===== config.mk =====
export PLATFORM = sky130hd
export DESIGN_NAME = aes_front
export DESIGN_NICKNAME = d
export VERILOG_FILES = /design/src/sv/aes_pkg.sv /design/src/sv/aes_front.sv
export SDC_FILE = /design/constraint.sdc
export NUM_CORES = 1
export LEC_CHECK = 0
export ABC_AREA = 1
export BUFFER_PORTS_ARGS = -buffer_cell sky130_fd_sc_hd__buf_2
export CORE_AREA = 3 3 143 284
export DETAILED_ROUTE_END_ITERATION = 8
export DIE_AREA = 0 0 146 287
export PLACE_DENSITY = 0.47
export SLEW_MARGIN = 20
export SYNTH_ARGS = -nofsm -noshare
export SYNTH_HDL_FRONTEND = slang
export SYNTH_SLANG_ARGS = --single-unit
export TNS_END_PERCENT = 100

===== constraint.sdc =====
create_clock -name clk -period 15.8 [get_ports clk]
set_clock_uncertainty 0.05 [all_clocks]
set_input_delay 2.37 -clock clk [delete_from_list [all_inputs] [get_ports clk]]
set_output_delay 2.37 -clock clk [all_outputs]
set_load 0.05 [all_outputs]

===== src/sv/aes_pkg.sv =====
package aes_pkg;

  typedef logic [7:0] byte_t;
  typedef logic [127:0] blk_t;

  typedef enum logic {
    CMD_ENC = 1'b0,
    CMD_DEC = 1'b1
  } cmd_t;

  typedef struct packed {
    cmd_t cmd;
    blk_t data;
  } item_t;

  localparam int NUM_ROUNDS = 10;
  localparam int NUM_RKEYS = 11;
  localparam logic [1:0] REG_KEY_HIGH = 2'd0;
  localparam logic [1:0] REG_KEY_LOW = 2'd1;

  function automatic byte_t sbox(input byte_t x);
    byte_t y;
    case (x)
      8'h00: y = 8'h63; 8'h01: y = 8'h7c; 8'h02: y = 8'h77; 8'h03: y = 8'h7b;
      8'h04: y = 8'hf2; 8'h05: y = 8'h6b; 8'h06: y = 8'h6f; 8'h07: y = 8'hc5;
      8'h08: y = 8'h30; 8'h09: y = 8'h01; 8'h0a: y = 8'h67; 8'h0b: y = 8'h2b;
      8'h0c: y = 8'hfe; 8'h0d: y = 8'hd7; 8'h0e: y = 8'hab; 8'h0f: y = 8'h76;
      8'h10: y = 8'hca; 8'h11: y = 8'h82; 8'h12: y = 8'hc9; 8'h13: y = 8'h7d;
      8'h14: y = 8'hfa; 8'h15: y = 8'h59; 8'h16: y = 8'h47; 8'h17: y = 8'hf0;
      8'h18: y = 8'had; 8'h19: y = 8'hd4; 8'h1a: y = 8'ha2; 8'h1b: y = 8'haf;
      8'h1c: y = 8'h9c; 8'h1d: y = 8'ha4; 8'h1e: y = 8'h72; 8'h1f: y = 8'hc0;
      8'h20: y = 8'hb7; 8'h21: y = 8'hfd; 8'h22: y = 8'h93; 8'h23: y = 8'h26;
      8'h24: y = 8'h36; 8'h25: y = 8'h3f; 8'h26: y = 8'hf7; 8'h27: y = 8'hcc;
      8'h28: y = 8'h34; 8'h29: y = 8'ha5; 8'h2a: y = 8'he5; 8'h2b: y = 8'hf1;
      8'h2c: y = 8'h71; 8'h2d: y = 8'hd8; 8'h2e: y = 8'h31; 8'h2f: y = 8'h15;
      8'h30: y = 8'h04; 8'h31: y = 8'hc7; 8'h32: y = 8'h23; 8'h33: y = 8'hc3;
      8'h34: y = 8'h18; 8'h35: y = 8'h96; 8'h36: y = 8'h05; 8'h37: y = 8'h9a;
      8'h38: y = 8'h07; 8'h39: y = 8'h12; 8'h3a: y = 8'h80; 8'h3b: y = 8'he2;
      8'h3c: y = 8'heb; 8'h3d: y = 8'h27; 8'h3e: y = 8'hb2; 8'h3f: y = 8'h75;
      8'h40: y = 8'h09; 8'h41: y = 8'h83; 8'h42: y = 8'h2c; 8'h43: y = 8'h1a;
      8'h44: y = 8'h1b; 8'h45: y = 8'h6e; 8'h46: y = 8'h5a; 8'h47: y = 8'ha0;
      8'h48: y = 8'h52; 8'h49: y = 8'h3b; 8'h4a: y = 8'hd6; 8'h4b: y = 8'hb3;
      8'h4c: y = 8'h29; 8'h4d: y = 8'he3; 8'h4e: y = 8'h2f; 8'h4f: y = 8'h84;
      8'h50: y = 8'h53; 8'h51: y = 8'hd1; 8'h52: y = 8'h00; 8'h53: y = 8'hed;
      8'h54: y = 8'h20; 8'h55: y = 8'hfc; 8'h56: y = 8'hb1; 8'h57: y = 8'h5b;
      8'h58: y = 8'h6a; 8'h59: y = 8'hcb; 8'h5a: y = 8'hbe; 8'h5b: y = 8'h39;
      8'h5c: y = 8'h4a; 8'h5d: y = 8'h4c; 8'h5e: y = 8'h58; 8'h5f: y = 8'hcf;
      8'h60: y = 8'hd0; 8'h61: y = 8'hef; 8'h62: y = 8'haa; 8'h63: y = 8'hfb;
      8'h64: y = 8'h43; 8'h65: y = 8'h4d; 8'h66: y = 8'h33; 8'h67: y = 8'h85;
      8'h68: y = 8'h45; 8'h69: y = 8'hf9; 8'h6a: y = 8'h02; 8'h6b: y = 8'h7f;
      8'h6c: y = 8'h50; 8'h6d: y = 8'h3c; 8'h6e: y = 8'h9f; 8'h6f: y = 8'ha8;
      8'h70: y = 8'h51; 8'h71: y = 8'ha3; 8'h72: y = 8'h40; 8'h73: y = 8'h8f;
      8'h74: y = 8'h92; 8'h75: y = 8'h9d; 8'h76: y = 8'h38; 8'h77: y = 8'hf5;
      8'h78: y = 8'hbc; 8'h79: y = 8'hb6; 8'h7a: y = 8'hda; 8'h7b: y = 8'h21;
      8'h7c: y = 8'h10; 8'h7d: y = 8'hff; 8'h7e: y = 8'hf3; 8'h7f: y = 8'hd2;
      8'h80: y = 8'hcd; 8'h81: y = 8'h0c; 8'h82: y = 8'h13; 8'h83: y = 8'hec;
      8'h84: y = 8'h5f; 8'h85: y = 8'h97; 8'h86: y = 8'h44; 8'h87: y = 8'h17;
      8'h88: y = 8'hc4; 8'h89: y = 8'ha7; 8'h8a: y = 8'h7e; 8'h8b: y = 8'h3d;
      8'h8c: y = 8'h64; 8'h8d: y = 8'h5d; 8'h8e: y = 8'h19; 8'h8f: y = 8'h73;
      8'h90: y = 8'h60; 8'h91: y = 8'h81; 8'h92: y = 8'h4f; 8'h93: y = 8'hdc;
      8'h94: y = 8'h22; 8'h95: y = 8'h2a; 8'h96: y = 8'h90; 8'h97: y = 8'h88;
      8'h98: y = 8'h46; 8'h99: y = 8'hee; 8'h9a: y = 8'hb8; 8'h9b: y = 8'h14;
      8'h9c: y = 8'hde; 8'h9d: y = 8'h5e; 8'h9e: y = 8'h0b; 8'h9f: y = 8'hdb;
      8'ha0: y = 8'he0; 8'ha1: y = 8'h32; 8'ha2: y = 8'h3a; 8'ha3: y = 8'h0a;
      8'ha4: y = 8'h49; 8'ha5: y = 8'h06; 8'ha6: y = 8'h24; 8'ha7: y = 8'h5c;
      8'ha8: y = 8'hc2; 8'ha9: y = 8'hd3; 8'haa: y = 8'hac; 8'hab: y = 8'h62;
      8'hac: y = 8'h91; 8'had: y = 8'h95; 8'hae: y = 8'he4; 8'haf: y = 8'h79;
      8'hb0: y = 8'he7; 8'hb1: y = 8'hc8; 8'hb2: y = 8'h37; 8'hb3: y = 8'h6d;
      8'hb4: y = 8'h8d; 8'hb5: y = 8'hd5; 8'hb6: y = 8'h4e; 8'hb7: y = 8'ha9;
      8'hb8: y = 8'h6c; 8'hb9: y = 8'h56; 8'hba: y = 8'hf4; 8'hbb: y = 8'hea;
      8'hbc: y = 8'h65; 8'hbd: y = 8'h7a; 8'hbe: y = 8'hae; 8'hbf: y = 8'h08;
      8'hc0: y = 8'hba; 8'hc1: y = 8'h78; 8'hc2: y = 8'h25; 8'hc3: y = 8'h2e;
      8'hc4: y = 8'h1c; 8'hc5: y = 8'ha6; 8'hc6: y = 8'hb4; 8'hc7: y = 8'hc6;
      8'hc8: y = 8'he8; 8'hc9: y = 8'hdd; 8'hca: y = 8'h74; 8'hcb: y = 8'h1f;
      8'hcc: y = 8'h4b; 8'hcd: y = 8'hbd; 8'hce: y = 8'h8b; 8'hcf: y = 8'h8a;
      8'hd0: y = 8'h70; 8'hd1: y = 8'h3e; 8'hd2: y = 8'hb5; 8'hd3: y = 8'h66;
      8'hd4: y = 8'h48; 8'hd5: y = 8'h03; 8'hd6: y = 8'hf6; 8'hd7: y = 8'h0e;
      8'hd8: y = 8'h61; 8'hd9: y = 8'h35; 8'hda: y = 8'h57; 8'hdb: y = 8'hb9;
      8'hdc: y = 8'h86; 8'hdd: y = 8'hc1; 8'hde: y = 8'h1d; 8'hdf: y = 8'h9e;
      8'he0: y = 8'he1; 8'he1: y = 8'hf8; 8'he2: y = 8'h98; 8'he3: y = 8'h11;
      8'he4: y = 8'h69; 8'he5: y = 8'hd9; 8'he6: y = 8'h8e; 8'he7: y = 8'h94;
      8'he8: y = 8'h9b; 8'he9: y = 8'h1e; 8'hea: y = 8'h87; 8'heb: y = 8'he9;
      8'hec: y = 8'hce; 8'hed: y = 8'h55; 8'hee: y = 8'h28; 8'hef: y = 8'hdf;
      8'hf0: y = 8'h8c; 8'hf1: y = 8'ha1; 8'hf2: y = 8'h89; 8'hf3: y = 8'h0d;
      8'hf4: y = 8'hbf; 8'hf5: y = 8'he6; 8'hf6: y = 8'h42; 8'hf7: y = 8'h68;
      8'hf8: y = 8'h41; 8'hf9: y = 8'h99; 8'hfa: y = 8'h2d; 8'hfb: y = 8'h0f;
      8'hfc: y = 8'hb0; 8'hfd: y = 8'h54; 8'hfe: y = 8'hbb; 8'hff: y = 8'h16;
      default: y = 8'h00;
    endcase
    return y;
  endfunction

  function automatic byte_t inv_sbox(input byte_t x);
    byte_t y;
    case (x)
      8'h00: y = 8'h52; 8'h01: y = 8'h09; 8'h02: y = 8'h6a; 8'h03: y = 8'hd5;
      8'h04: y = 8'h30; 8'h05: y = 8'h36; 8'h06: y = 8'ha5; 8'h07: y = 8'h38;
      8'h08: y = 8'hbf; 8'h09: y = 8'h40; 8'h0a: y = 8'ha3; 8'h0b: y = 8'h9e;
      8'h0c: y = 8'h81; 8'h0d: y = 8'hf3; 8'h0e: y = 8'hd7; 8'h0f: y = 8'hfb;
      8'h10: y = 8'h7c; 8'h11: y = 8'he3; 8'h12: y = 8'h39; 8'h13: y = 8'h82;
      8'h14: y = 8'h9b; 8'h15: y = 8'h2f; 8'h16: y = 8'hff; 8'h17: y = 8'h87;
      8'h18: y = 8'h34; 8'h19: y = 8'h8e; 8'h1a: y = 8'h43; 8'h1b: y = 8'h44;
      8'h1c: y = 8'hc4; 8'h1d: y = 8'hde; 8'h1e: y = 8'he9; 8'h1f: y = 8'hcb;
      8'h20: y = 8'h54; 8'h21: y = 8'h7b; 8'h22: y = 8'h94; 8'h23: y = 8'h32;
      8'h24: y = 8'ha6; 8'h25: y = 8'hc2; 8'h26: y = 8'h23; 8'h27: y = 8'h3d;
      8'h28: y = 8'hee; 8'h29: y = 8'h4c; 8'h2a: y = 8'h95; 8'h2b: y = 8'h0b;
      8'h2c: y = 8'h42; 8'h2d: y = 8'hfa; 8'h2e: y = 8'hc3; 8'h2f: y = 8'h4e;
      8'h30: y = 8'h08; 8'h31: y = 8'h2e; 8'h32: y = 8'ha1; 8'h33: y = 8'h66;
      8'h34: y = 8'h28; 8'h35: y = 8'hd9; 8'h36: y = 8'h24; 8'h37: y = 8'hb2;
      8'h38: y = 8'h76; 8'h39: y = 8'h5b; 8'h3a: y = 8'ha2; 8'h3b: y = 8'h49;
      8'h3c: y = 8'h6d; 8'h3d: y = 8'h8b; 8'h3e: y = 8'hd1; 8'h3f: y = 8'h25;
      8'h40: y = 8'h72; 8'h41: y = 8'hf8; 8'h42: y = 8'hf6; 8'h43: y = 8'h64;
      8'h44: y = 8'h86; 8'h45: y = 8'h68; 8'h46: y = 8'h98; 8'h47: y = 8'h16;
      8'h48: y = 8'hd4; 8'h49: y = 8'ha4; 8'h4a: y = 8'h5c; 8'h4b: y = 8'hcc;
      8'h4c: y = 8'h5d; 8'h4d: y = 8'h65; 8'h4e: y = 8'hb6; 8'h4f: y = 8'h92;
      8'h50: y = 8'h6c; 8'h51: y = 8'h70; 8'h52: y = 8'h48; 8'h53: y = 8'h50;
      8'h54: y = 8'hfd; 8'h55: y = 8'hed; 8'h56: y = 8'hb9; 8'h57: y = 8'hda;
      8'h58: y = 8'h5e; 8'h59: y = 8'h15; 8'h5a: y = 8'h46; 8'h5b: y = 8'h57;
      8'h5c: y = 8'ha7; 8'h5d: y = 8'h8d; 8'h5e: y = 8'h9d; 8'h5f: y = 8'h84;
      8'h60: y = 8'h90; 8'h61: y = 8'hd8; 8'h62: y = 8'hab; 8'h63: y = 8'h00;
      8'h64: y = 8'h8c; 8'h65: y = 8'hbc; 8'h66: y = 8'hd3; 8'h67: y = 8'h0a;
      8'h68: y = 8'hf7; 8'h69: y = 8'he4; 8'h6a: y = 8'h58; 8'h6b: y = 8'h05;
      8'h6c: y = 8'hb8; 8'h6d: y = 8'hb3; 8'h6e: y = 8'h45; 8'h6f: y = 8'h06;
      8'h70: y = 8'hd0; 8'h71: y = 8'h2c; 8'h72: y = 8'h1e; 8'h73: y = 8'h8f;
      8'h74: y = 8'hca; 8'h75: y = 8'h3f; 8'h76: y = 8'h0f; 8'h77: y = 8'h02;
      8'h78: y = 8'hc1; 8'h79: y = 8'haf; 8'h7a: y = 8'hbd; 8'h7b: y = 8'h03;
      8'h7c: y = 8'h01; 8'h7d: y = 8'h13; 8'h7e: y = 8'h8a; 8'h7f: y = 8'h6b;
      8'h80: y = 8'h3a; 8'h81: y = 8'h91; 8'h82: y = 8'h11; 8'h83: y = 8'h41;
      8'h84: y = 8'h4f; 8'h85: y = 8'h67; 8'h86: y = 8'hdc; 8'h87: y = 8'hea;
      8'h88: y = 8'h97; 8'h89: y = 8'hf2; 8'h8a: y = 8'hcf; 8'h8b: y = 8'hce;
      8'h8c: y = 8'hf0; 8'h8d: y = 8'hb4; 8'h8e: y = 8'he6; 8'h8f: y = 8'h73;
      8'h90: y = 8'h96; 8'h91: y = 8'hac; 8'h92: y = 8'h74; 8'h93: y = 8'h22;
      8'h94: y = 8'he7; 8'h95: y = 8'had; 8'h96: y = 8'h35; 8'h97: y = 8'h85;
      8'h98: y = 8'he2; 8'h99: y = 8'hf9; 8'h9a: y = 8'h37; 8'h9b: y = 8'he8;
      8'h9c: y = 8'h1c; 8'h9d: y = 8'h75; 8'h9e: y = 8'hdf; 8'h9f: y = 8'h6e;
      8'ha0: y = 8'h47; 8'ha1: y = 8'hf1; 8'ha2: y = 8'h1a; 8'ha3: y = 8'h71;
      8'ha4: y = 8'h1d; 8'ha5: y = 8'h29; 8'ha6: y = 8'hc5; 8'ha7: y = 8'h89;
      8'ha8: y = 8'h6f; 8'ha9: y = 8'hb7; 8'haa: y = 8'h62; 8'hab: y = 8'h0e;
      8'hac: y = 8'haa; 8'had: y = 8'h18; 8'hae: y = 8'hbe; 8'haf: y = 8'h1b;
      8'hb0: y = 8'hfc; 8'hb1: y = 8'h56; 8'hb2: y = 8'h3e; 8'hb3: y = 8'h4b;
      8'hb4: y = 8'hc6; 8'hb5: y = 8'hd2; 8'hb6: y = 8'h79; 8'hb7: y = 8'h20;
      8'hb8: y = 8'h9a; 8'hb9: y = 8'hdb; 8'hba: y = 8'hc0; 8'hbb: y = 8'hfe;
      8'hbc: y = 8'h78; 8'hbd: y = 8'hcd; 8'hbe: y = 8'h5a; 8'hbf: y = 8'hf4;
      8'hc0: y = 8'h1f; 8'hc1: y = 8'hdd; 8'hc2: y = 8'ha8; 8'hc3: y = 8'h33;
      8'hc4: y = 8'h88; 8'hc5: y = 8'h07; 8'hc6: y = 8'hc7; 8'hc7: y = 8'h31;
      8'hc8: y = 8'hb1; 8'hc9: y = 8'h12; 8'hca: y = 8'h10; 8'hcb: y = 8'h59;
      8'hcc: y = 8'h27; 8'hcd: y = 8'h80; 8'hce: y = 8'hec; 8'hcf: y = 8'h5f;
      8'hd0: y = 8'h60; 8'hd1: y = 8'h51; 8'hd2: y = 8'h7f; 8'hd3: y = 8'ha9;
      8'hd4: y = 8'h19; 8'hd5: y = 8'hb5; 8'hd6: y = 8'h4a; 8'hd7: y = 8'h0d;
      8'hd8: y = 8'h2d; 8'hd9: y = 8'he5; 8'hda: y = 8'h7a; 8'hdb: y = 8'h9f;
      8'hdc: y = 8'h93; 8'hdd: y = 8'hc9; 8'hde: y = 8'h9c; 8'hdf: y = 8'hef;
      8'he0: y = 8'ha0; 8'he1: y = 8'he0; 8'he2: y = 8'h3b; 8'he3: y = 8'h4d;
      8'he4: y = 8'hae; 8'he5: y = 8'h2a; 8'he6: y = 8'hf5; 8'he7: y = 8'hb0;
      8'he8: y = 8'hc8; 8'he9: y = 8'heb; 8'hea: y = 8'hbb; 8'heb: y = 8'h3c;
      8'hec: y = 8'h83; 8'hed: y = 8'h53; 8'hee: y = 8'h99; 8'hef: y = 8'h61;
      8'hf0: y = 8'h17; 8'hf1: y = 8'h2b; 8'hf2: y = 8'h04; 8'hf3: y = 8'h7e;
      8'hf4: y = 8'hba; 8'hf5: y = 8'h77; 8'hf6: y = 8'hd6; 8'hf7: y = 8'h26;
      8'hf8: y = 8'he1; 8'hf9: y = 8'h69; 8'hfa: y = 8'h14; 8'hfb: y = 8'h63;
      8'hfc: y = 8'h55; 8'hfd: y = 8'h21; 8'hfe: y = 8'h0c; 8'hff: y = 8'h7d;
      default: y = 8'h00;
    endcase
    return y;
  endfunction

  function automatic byte_t rcon(input logic [3:0] idx);
    byte_t y;
    case (idx)
      4'd0: y = 8'h01; 4'd1: y = 8'h02; 4'd2: y = 8'h04; 4'd3: y = 8'h08;
      4'd4: y = 8'h10; 4'd5: y = 8'h20; 4'd6: y = 8'h40; 4'd7: y = 8'h80;
      4'd8: y = 8'h1b; 4'd9: y = 8'h36;
      default: y = 8'h00;
    endcase
    return y;
  endfunction

  function automatic byte_t xt(input byte_t x);
    return {x[6:0], 1'b0} ^ (x[7] ? 8'h1b : 8'h00);
  endfunction

  // Byte i of the block sits at bits 127-8i .. 120-8i.
  function automatic byte_t gb(input blk_t s, input int i);
    return s[127 - 8 * i -: 8];
  endfunction

  function automatic blk_t enc_round(input blk_t s, input blk_t k, input logic last);
    blk_t t;
    blk_t m;
    byte_t a0, a1, a2, a3;
    for (int c = 0; c < 4; c++) begin
      for (int r = 0; r < 4; r++) begin
        t[127 - 8 * (4 * c + r) -: 8] = sbox(gb(s, 4 * ((c + r) % 4) + r));
      end
    end
    for (int c = 0; c < 4; c++) begin
      a0 = gb(t, 4 * c);
      a1 = gb(t, 4 * c + 1);
      a2 = gb(t, 4 * c + 2);
      a3 = gb(t, 4 * c + 3);
      m[127 - 32 * c -: 8] = xt(a0) ^ xt(a1) ^ a1 ^ a2 ^ a3;
      m[119 - 32 * c -: 8] = a0 ^ xt(a1) ^ xt(a2) ^ a2 ^ a3;
      m[111 - 32 * c -: 8] = a0 ^ a1 ^ xt(a2) ^ xt(a3) ^ a3;
      m[103 - 32 * c -: 8] = xt(a0) ^ a0 ^ a1 ^ a2 ^ xt(a3);
    end
    return (last ? t : m) ^ k;
  endfunction

  function automatic blk_t dec_round(input blk_t s, input blk_t k, input logic last);
    blk_t t;
    blk_t m;
    byte_t a0, a1, a2, a3, u, v;
    for (int c = 0; c < 4; c++) begin
      for (int r = 0; r < 4; r++) begin
        t[127 - 8 * (4 * c + r) -: 8] = inv_sbox(gb(s, 4 * ((c + 4 - r) % 4) + r));
      end
    end
    t = t ^ k;
    // InvMixColumns as a preconditioning step followed by the forward matrix.
    for (int c = 0; c < 4; c++) begin
      a0 = gb(t, 4 * c);
      a1 = gb(t, 4 * c + 1);
      a2 = gb(t, 4 * c + 2);
      a3 = gb(t, 4 * c + 3);
      u = xt(xt(a0 ^ a2));
      v = xt(xt(a1 ^ a3));
      a0 = a0 ^ u;
      a1 = a1 ^ v;
      a2 = a2 ^ u;
      a3 = a3 ^ v;
      m[127 - 32 * c -: 8] = xt(a0) ^ xt(a1) ^ a1 ^ a2 ^ a3;
      m[119 - 32 * c -: 8] = a0 ^ xt(a1) ^ xt(a2) ^ a2 ^ a3;
      m[111 - 32 * c -: 8] = a0 ^ a1 ^ xt(a2) ^ xt(a3) ^ a3;
      m[103 - 32 * c -: 8] = xt(a0) ^ a0 ^ a1 ^ a2 ^ xt(a3);
    end
    return last ? t : m;
  endfunction

  function automatic blk_t next_rkey(input blk_t k, input logic [3:0] idx);
    logic [31:0] w0, w1, w2, w3, g;
    w0 = k[127:96];
    w1 = k[95:64];
    w2 = k[63:32];
    w3 = k[31:0];
    g = {sbox(w3[23:16]) ^ rcon(idx), sbox(w3[15:8]), sbox(w3[7:0]), sbox(w3[31:24])};
    w0 = w0 ^ g;
    w1 = w1 ^ w0;
    w2 = w2 ^ w1;
    w3 = w3 ^ w2;
    return {w0, w1, w2, w3};
  endfunction

endpackage


===== src/sv/aes_front.sv =====
module aes_front import aes_pkg::*; (
  input  logic  clk,
  input  logic  rst_n,
  input  logic  in_valid,
  output logic  in_ready,
  input  item_t in_item,
  input  logic  hold,
  output logic  q_valid,
  input  logic  q_ready,
  output item_t q_item
);

  // Two-entry queue decoupling the input port from the round pipeline.
  item_t      buf_r [2];
  logic [1:0] cnt_r;
  logic       wp_r;
  logic       rp_r;
  logic       push;
  logic       pop;

  assign in_ready = (cnt_r != 2'd2) && !hold;
  assign push     = in_valid && in_ready;
  assign q_valid  = (cnt_r != 2'd0) && !hold;
  assign pop      = q_valid && q_ready;
  assign q_item   = buf_r[rp_r];

  always_ff @(posedge clk) begin
    if (!rst_n) begin
      cnt_r <= 2'd0;
      wp_r  <= 1'b0;
      rp_r  <= 1'b0;
    end else begin
      cnt_r <= cnt_r + {1'b0, push} - {1'b0, pop};
      if (push) wp_r <= ~wp_r;
      if (pop)  rp_r <= ~rp_r;
    end
  end

  always_ff @(posedge clk) begin
    if (push) buf_r[wp_r] <= in_item;
  end

  assert property (@(posedge clk) disable iff (!rst_n) cnt_r != 2'd3)
    else $error("queue count overflow");
  assert property (@(posedge clk) disable iff (!rst_n) (cnt_r == 2'd0) |-> !pop)
    else $error("pop from empty queue");
  assert property (@(posedge clk) disable iff (!rst_n) (cnt_r == 2'd2) |-> !push)
    else $error("push into full queue");

endmodule


# Word-level counts from Yosys, hierarchy flattened
# Memories as Yosys holds them, arrays and structs flattened. A register that Yosys moved wholly into a read port is not among the register bits.
# Index checks and enable logic that the tools add are counted.
# Widths: inputs -> output; s select.
dict set report word_totals {
  ff_bits 4
  mem_bits_rw 258
  word_cells 19
  n_memories 1
}
# memory depth word_bits read_ports rd_clocked_by_memory_dff write_ports line
set mem_list {}
lappend mem_list {buf_r 2 129 1 1 1 aes_front.sv:14} ;# item_t buf_r [2];
dict set report classes {
  addsub 2
  n_eq_ne 1
  n_mux 4
  bitwise_logic 2
  reduce_logical 6
}
# op n
set ops {}
lappend ops {{$logic_and 1x1->1} 4}
lappend ops {{$mux 1} 4}
lappend ops {{$add 2x1->2} 1}
lappend ops {{$ne 2x2->1 const B} 1}
lappend ops {{$not 1->1} 2}
lappend ops {{$reduce_bool 2->1} 1}
lappend ops {{$sub 2x1->2} 1}
lappend ops {{$logic_not 1->1} 1}

# Logic depth before layout (Yosys ltp)
# Gate-level depths: netlist of the first run.
dict set report depth {
  ltp_word 5
  mapped_depth 12
  depth_no_buf 12
}

# Worst setup path after synthesis of the first run
# No wires, ideal clock.
dict set report synth_path {
  path_kind {input-to-reg}
  startpoint {input port hold}
  endpoint {memory buf_r[0][0] (netlist bit), enable pin}
  setup_time_ps 619
  arrival_time_ps 7948
  t_required_ps 15131
  path_slack_ps 7183
  path_stages 3
  path_buffers 0
  cell_sequence {inv_1 > nand3_1 > nor2_1}
}
dict set report synth_between {
  elab_chain_len 5
}
# item line
set synth_lines {}
lappend synth_lines {{start: declaration} aes_front.sv:7} ;# input logic hold,
lappend synth_lines {{$logic_not 1->1} aes_front.sv:21} ;# assign in_ready = (cnt_r != 2'd2) && !hold;
lappend synth_lines {{$logic_and 1x1->1} aes_front.sv:21}
lappend synth_lines {{$logic_and 1x1->1} aes_front.sv:22} ;# assign push = in_valid && in_ready;
lappend synth_lines {{$mux 1} aes_front.sv:40} ;# if (push) buf_r[wp_r] <= in_item;
lappend synth_lines {{$mux 1 (implied by the code)} aes_front.sv:40}
lappend synth_lines {{end: declaration} aes_front.sv:14}
# No other way between the ends.

==> results.cfg, run 1 <==
[critical_path]
crit_slowest_cell = dfxtp_4
worst_setup_path_start_kind = flop
crit_type = flop to output pin
cp_max_fo = 66
worstPathArrival_ns = 2.99
end_kind = output pin
cp.buffers_inverters = 2
path_cells = buf_4 > mux2_2 > buf_2
crit_family = buffers and inverters
slowest_delay_ns = 0.91
cp.required_ns = 13.38

[sta]
final.setup.tns_ns = 0
hold_viol_final = 0
worst_pin_slew_ns = 1.04
setup_viol = 0
fmax_ghz = 0.185
worst_slack_ns = 10.39
drv_slew = 0
post-route-period-util = 0.343
rsz0062_at_grt = no
layout_min_cycle_time_ns = 5.41
slew_headroom = 0.306

[power_and_ir_drop]
power.density_mw_per_mm2 = 132
total_power_mw = 1.62
vdd_drop_max_uv = 80.1
leakage_nw = 4.43

[final_layout]
seq_area_sq_mm = 0.00785
layout_common_cells = buf_2, edfxtp_1, mux2_2, clkbuf_16
multi_input_comb_area_sq_mm = 0.00158
fillers = 3880
drive_above_1_share = 0.583
mostFrequentLayoutCell = buf_2
finalNetCount = 862
syn_to_final_growth_pct = 27.4

[synth]
netlist_area_sq_mm = 0.00962
yosysTopAreaCell = edfxtp_1
synth_fp_nets = 580
syn_inst = 444
ys_ff_latch = 263
synth.distinct_cells = 12
syn_area_per_cell_sq_um = 21.7
ys_seq_area_frac = 0.815
synth_area_leaders = edfxtp_1, mux2_2, buf_6
synth_top_area_share = 0.805
yosys_warnings = 0

[global_route]
grt.overflow.total = 0
grt_max_degree = 74
grt_antenna_before_repair = 5
grt_use_total = 0.103
grt_pass1_vias = 5422
grt_pass1_wl_mm = 32.7

[cts]
cts_root_buffer = clkbuf_16
clk_pin_slew_ns = 0.06
cts.sinks = 263
cts_tree = built
ctsHtreeMaxLevel = 1
cts.path.max_buffers = 3
cts_hold_buf = 0
cts-buffers-inserted = 25
cts_resized = 0
cts_setup_buffers = 0
clock_latency_ns = 0.52

[floorplanning]
die_w_microns = 146
pin_count = 265
initial_core_util = 0.249
die_area_sq_mm = 0.0419
core-area_sq_mm = 0.0387
placementRows = 102
dieHeight_microns = 287

[job]
cap_violations = 0

[routing]
ant_nets = 0
dr.pass1.iters = 4
drc_errors = 0
drt_iter0_drc = 143
dr_total_vias = 5026
wl_mm = 22.5
vias_per_cell = 3.97
wire_per_inst_microns = 17.8

[hold_path]
hp-class = flop to flop

[placed_design]
routabilityCongestion = 0.721
hpwlAfterDp_mm = 15.2
port_buffers = 264
post-place-ws_ns = 10.52

[outcome]
outcome = finished, final reports clean
==> logic make-up after synthesis <==
family / count (synthesis) / synth area share
flops: 263 / 0.815
mux: 129 / 0.151
buf+inv: 27 / 0.0208
simple gates: 20 / 0.00871
compound gates: 3 / 0.00156
fa+ha+maj: 2 / 0.00260
==> power by group <==
| part | internal [mW] | leakage [nW] | total, mW | switching [mW] |
|---|---|---|---|---|
| registers | 0.801 | 2.41 | 0.813 | 0.0118 |
| logic | 0.0662 | 1.65 | 0.239 | 0.173 |
| clock network | 0.320 | 0.371 | 0.566 | 0.246 |
| total | 1.19 | 4.43 | 1.62 | 0.431 |
==> flip-flops by register name, summed over array words and instances, names as in the netlist, named ones only <==
name,count
buf_r,258
wp_r,1
cnt_r,2
rp_r,1
==> metrics by stage <==
stage | hold WS (ns) | area [sq um] | cells | utilization
floorplan | 0.451 | 9620 | 444 | -
global placement | 0.464 | 11500 | 1219 | 0.297
detailed placement | 0.484 | 11500 | 1219 | 0.297
CTS | 0.496 | 12300 | 1264 | 0.317
global route | 0.540 | 12300 | 1267 | 0.317
finish | 0.500 | 12300 | 1267 | 0.317
==> routing by layer <==
layer,GRT usage,routed length [microns],up-vias,part of all wire
li1,-,-,2300,-
met1,0.0920,7220,2477,0.32
met2,0.203,12600,187,0.56
met3,0.0235,1340,58,0.060
met4,0.0612,1270,4,0.056
met5,0,34,-,0.0015
==> synthesized netlist by cell type, drive strengths merged <==
library cell and number:
nand2 10, nand3 3, a21oi 3, nand4 2
edfxtp 258, nor2 5, mux2 129, dfxtp 5
ha 2, buf 14, inv 13
==> final timing paths <==
check / slack (ns) / from / cells past startpoint / endpoint
worst min register to register: 0.50 / rp_r / 4 / flop
worst max register to register: 13.20 / cnt_r[0] / 5 / buf_r[1][35]
worst min-delay path: 0.50 / rp_r / 4 / flop
worst max-delay path: 10.39 / flop / 3 / q_item[42]
==> final cells by class <==
type	instances	area share
Sequential cell	263	0.640
Multi-Input combinational cell	154	0.129
Timing Repair Buffer	269	0.111
Clock buffer	39	0.0569
Tap cell	520	0.0531
Clock inverter	6	0.00480
Inverter	13	0.00439
Antenna cell	3	0.000612
==> worst min-delay path, cell delays in order (launching register included) <==
cell     delay, ns
dfxtp_1       0.31
inv_1         0.05
nand2_1       0.05
inv_1         0.06
nor2_1        0.04
Power figures use the tool's default switching activity.
==> inputs of run 2 (changes only) <==
Settings changed: PLACE_DENSITY 0.47 to 0.48.
Clock period 15.8 ns to 4.81 ns, I/O delays scaled along.
==> results.cfg, run 2 (same netlist as run 1, synthesis figures left out) <==
[outcome]
outcome = finished, final reports clean

[critical_path]
path_cells = buf_4 > mux2_2 > buf_2
r2r_cells = 6
worst_setup_path_start_kind = flop
slowest_delay_ns = 0.82
crit_type = flop to output pin
crit_slowest_cell = dfxtp_4
cp.required_ns = 4.04
end_kind = output pin
cp_max_fo = 54
worstPathArrival_ns = 2.46

[floorplanning]
die_area_sq_mm = 0.0419
initial_core_util = 0.249
placementRows = 102
die_w_microns = 146
dieHeight_microns = 287
core-area_sq_mm = 0.0387
pin_count = 265

[sta]
slew_headroom = 0.451
setup_viol = 0
worst_pin_slew_ns = 0.824
fmax_ghz = 0.310
drv_slew = 0
rsz0062_at_grt = no
layout_min_cycle_time_ns = 3.23
worst_slack_ns = 1.58
hold_viol_final = 0
final.setup.tns_ns = 0
post-route-period-util = 0.672

[cts]
cts.path.max_buffers = 3
clock_latency_ns = 0.53
cts_tree = built
cts.sinks = 263
cts_resized = 0
ctsHtreeMaxLevel = 1
cts_setup_buffers = 0
cts_root_buffer = clkbuf_16
cts-buffers-inserted = 25
clk_pin_slew_ns = 0.06
cts_hold_buf = 0

[routing]
wl_mm = 22.1
vias_per_cell = 3.91
wire_per_inst_microns = 17.4
dr_total_vias = 4957
dr.pass1.iters = 4
drt_iter0_drc = 187
drc_errors = 0
ant_nets = 0

[hold_path]
worstHoldPathCells = 1
hp-class = input port to flop

[final_layout]
drive_above_1_share = 0.581
largest_register_ffs = 258
top_register = buf_r
final_util = 0.317
layout_common_cells = buf_2, edfxtp_1, mux2_2, clkbuf_16, inv_1
syn_to_final_growth_pct = 27.5
fillers = 3844
reg_top3 = buf_r x258, cnt_r x2
finalNetCount = 863
mostFrequentLayoutCell = buf_2

[job]
cap_violations = 0

[global_route]
met3_usage = 0.0215
grt_use_total = 0.101
grt_util_met1 = 0.0896
grt_antenna_before_repair = 4
grt_max_degree = 67
grt_pass1_wl_mm = 32.3
grt_busiest_layer = met2
grt.overflow.total = 0
grt_use_met2 = 0.211
grt_pass1_vias = 5407

[placed_design]
post-place-ws_ns = 2.02
routabilityCongestion = 0.721
hpwlAfterDp_mm = 15.3
port_buffers = 264

[power_and_ir_drop]
p_clk_frac = 0.343
p_switching_mw = 1.41
p_sw_frac = 0.269
p_comb_frac = 0.150
p_seq_frac = 0.507
vdd_drop_max_uv = 270
leakage_nw = 4.43
p_int_mw = 3.85
power.density_mw_per_mm2 = 429
==> run 2: changes by cell type in the layout (fill, tap and decap cells not counted), moves of 2 or more <==
cell	delta
buf_12	+2
clkbuf_1	-9
clkbuf_8	-2
clkinv_1	+11
==> run 2: worst max-delay path, delay by kind of cell, from the launching register on <==
kind | cells | cell delay (ns)
flip-flops | 1 | 0.82
buffers and inverters | 2 | 0.63
multiplexers | 1 | 0.38
==> run 2: power groups by stage <==
stage               Clock (mW)  Sequential, mW  Combinational (mW)
CTS                       1.89            2.67               0.803
global placement             0            2.72               0.797
finish                    1.81            2.67               0.787
floorplan                    0            2.71               0.601
detailed placement           0            2.72               0.801
global route              1.96            2.68               0.832
==> run 2: per-layer routing <==
metal  share of wire  vias up
met5               0        -
met4           0.029        0
met3           0.055       32
met2            0.60      169
met1            0.31     2450
li1                -     2306
==> run 2: path summary, 6_finish.rpt <==
kind	from	endpoint	slack, ns
worst min-delay path	in_item[87]	buf_r[0][87]	0.32
worst max-delay path	flop	q_item[39]	1.58
worst max register to register	cnt_r[0]	buf_r[0][24]	2.57
worst min register to register	rp_r	flop	0.48
==> run 2: per-stage QoR <==
stage          cell area, sq um  power, mW  instances  hold slack [ns]
2_1_floorplan              9630       3.31        444            0.460
5_1_grt                   12300       5.47       1268            0.295
3_3_place_gp              11500       3.51       1220            0.475
4_1_cts                   12300       5.36       1264            0.277
3_5_place_dp              11500       3.52       1220            0.471
6_report                  12300       5.26       1268            0.321
==> run 2: final cells by class <==
cell class                      instances  area (sq um)  share of cell area
Antenna cell                            4          10.0            0.000816
Tap cell                              520           651              0.0530
Timing Repair Buffer                  270          1390               0.113
Multi-Input combinational cell        154          1580               0.129
Clock inverter                         16          95.1             0.00775
Sequential cell                       263          7850               0.640
Clock buffer                           28           637              0.0519
Inverter                               13          53.8             0.00438
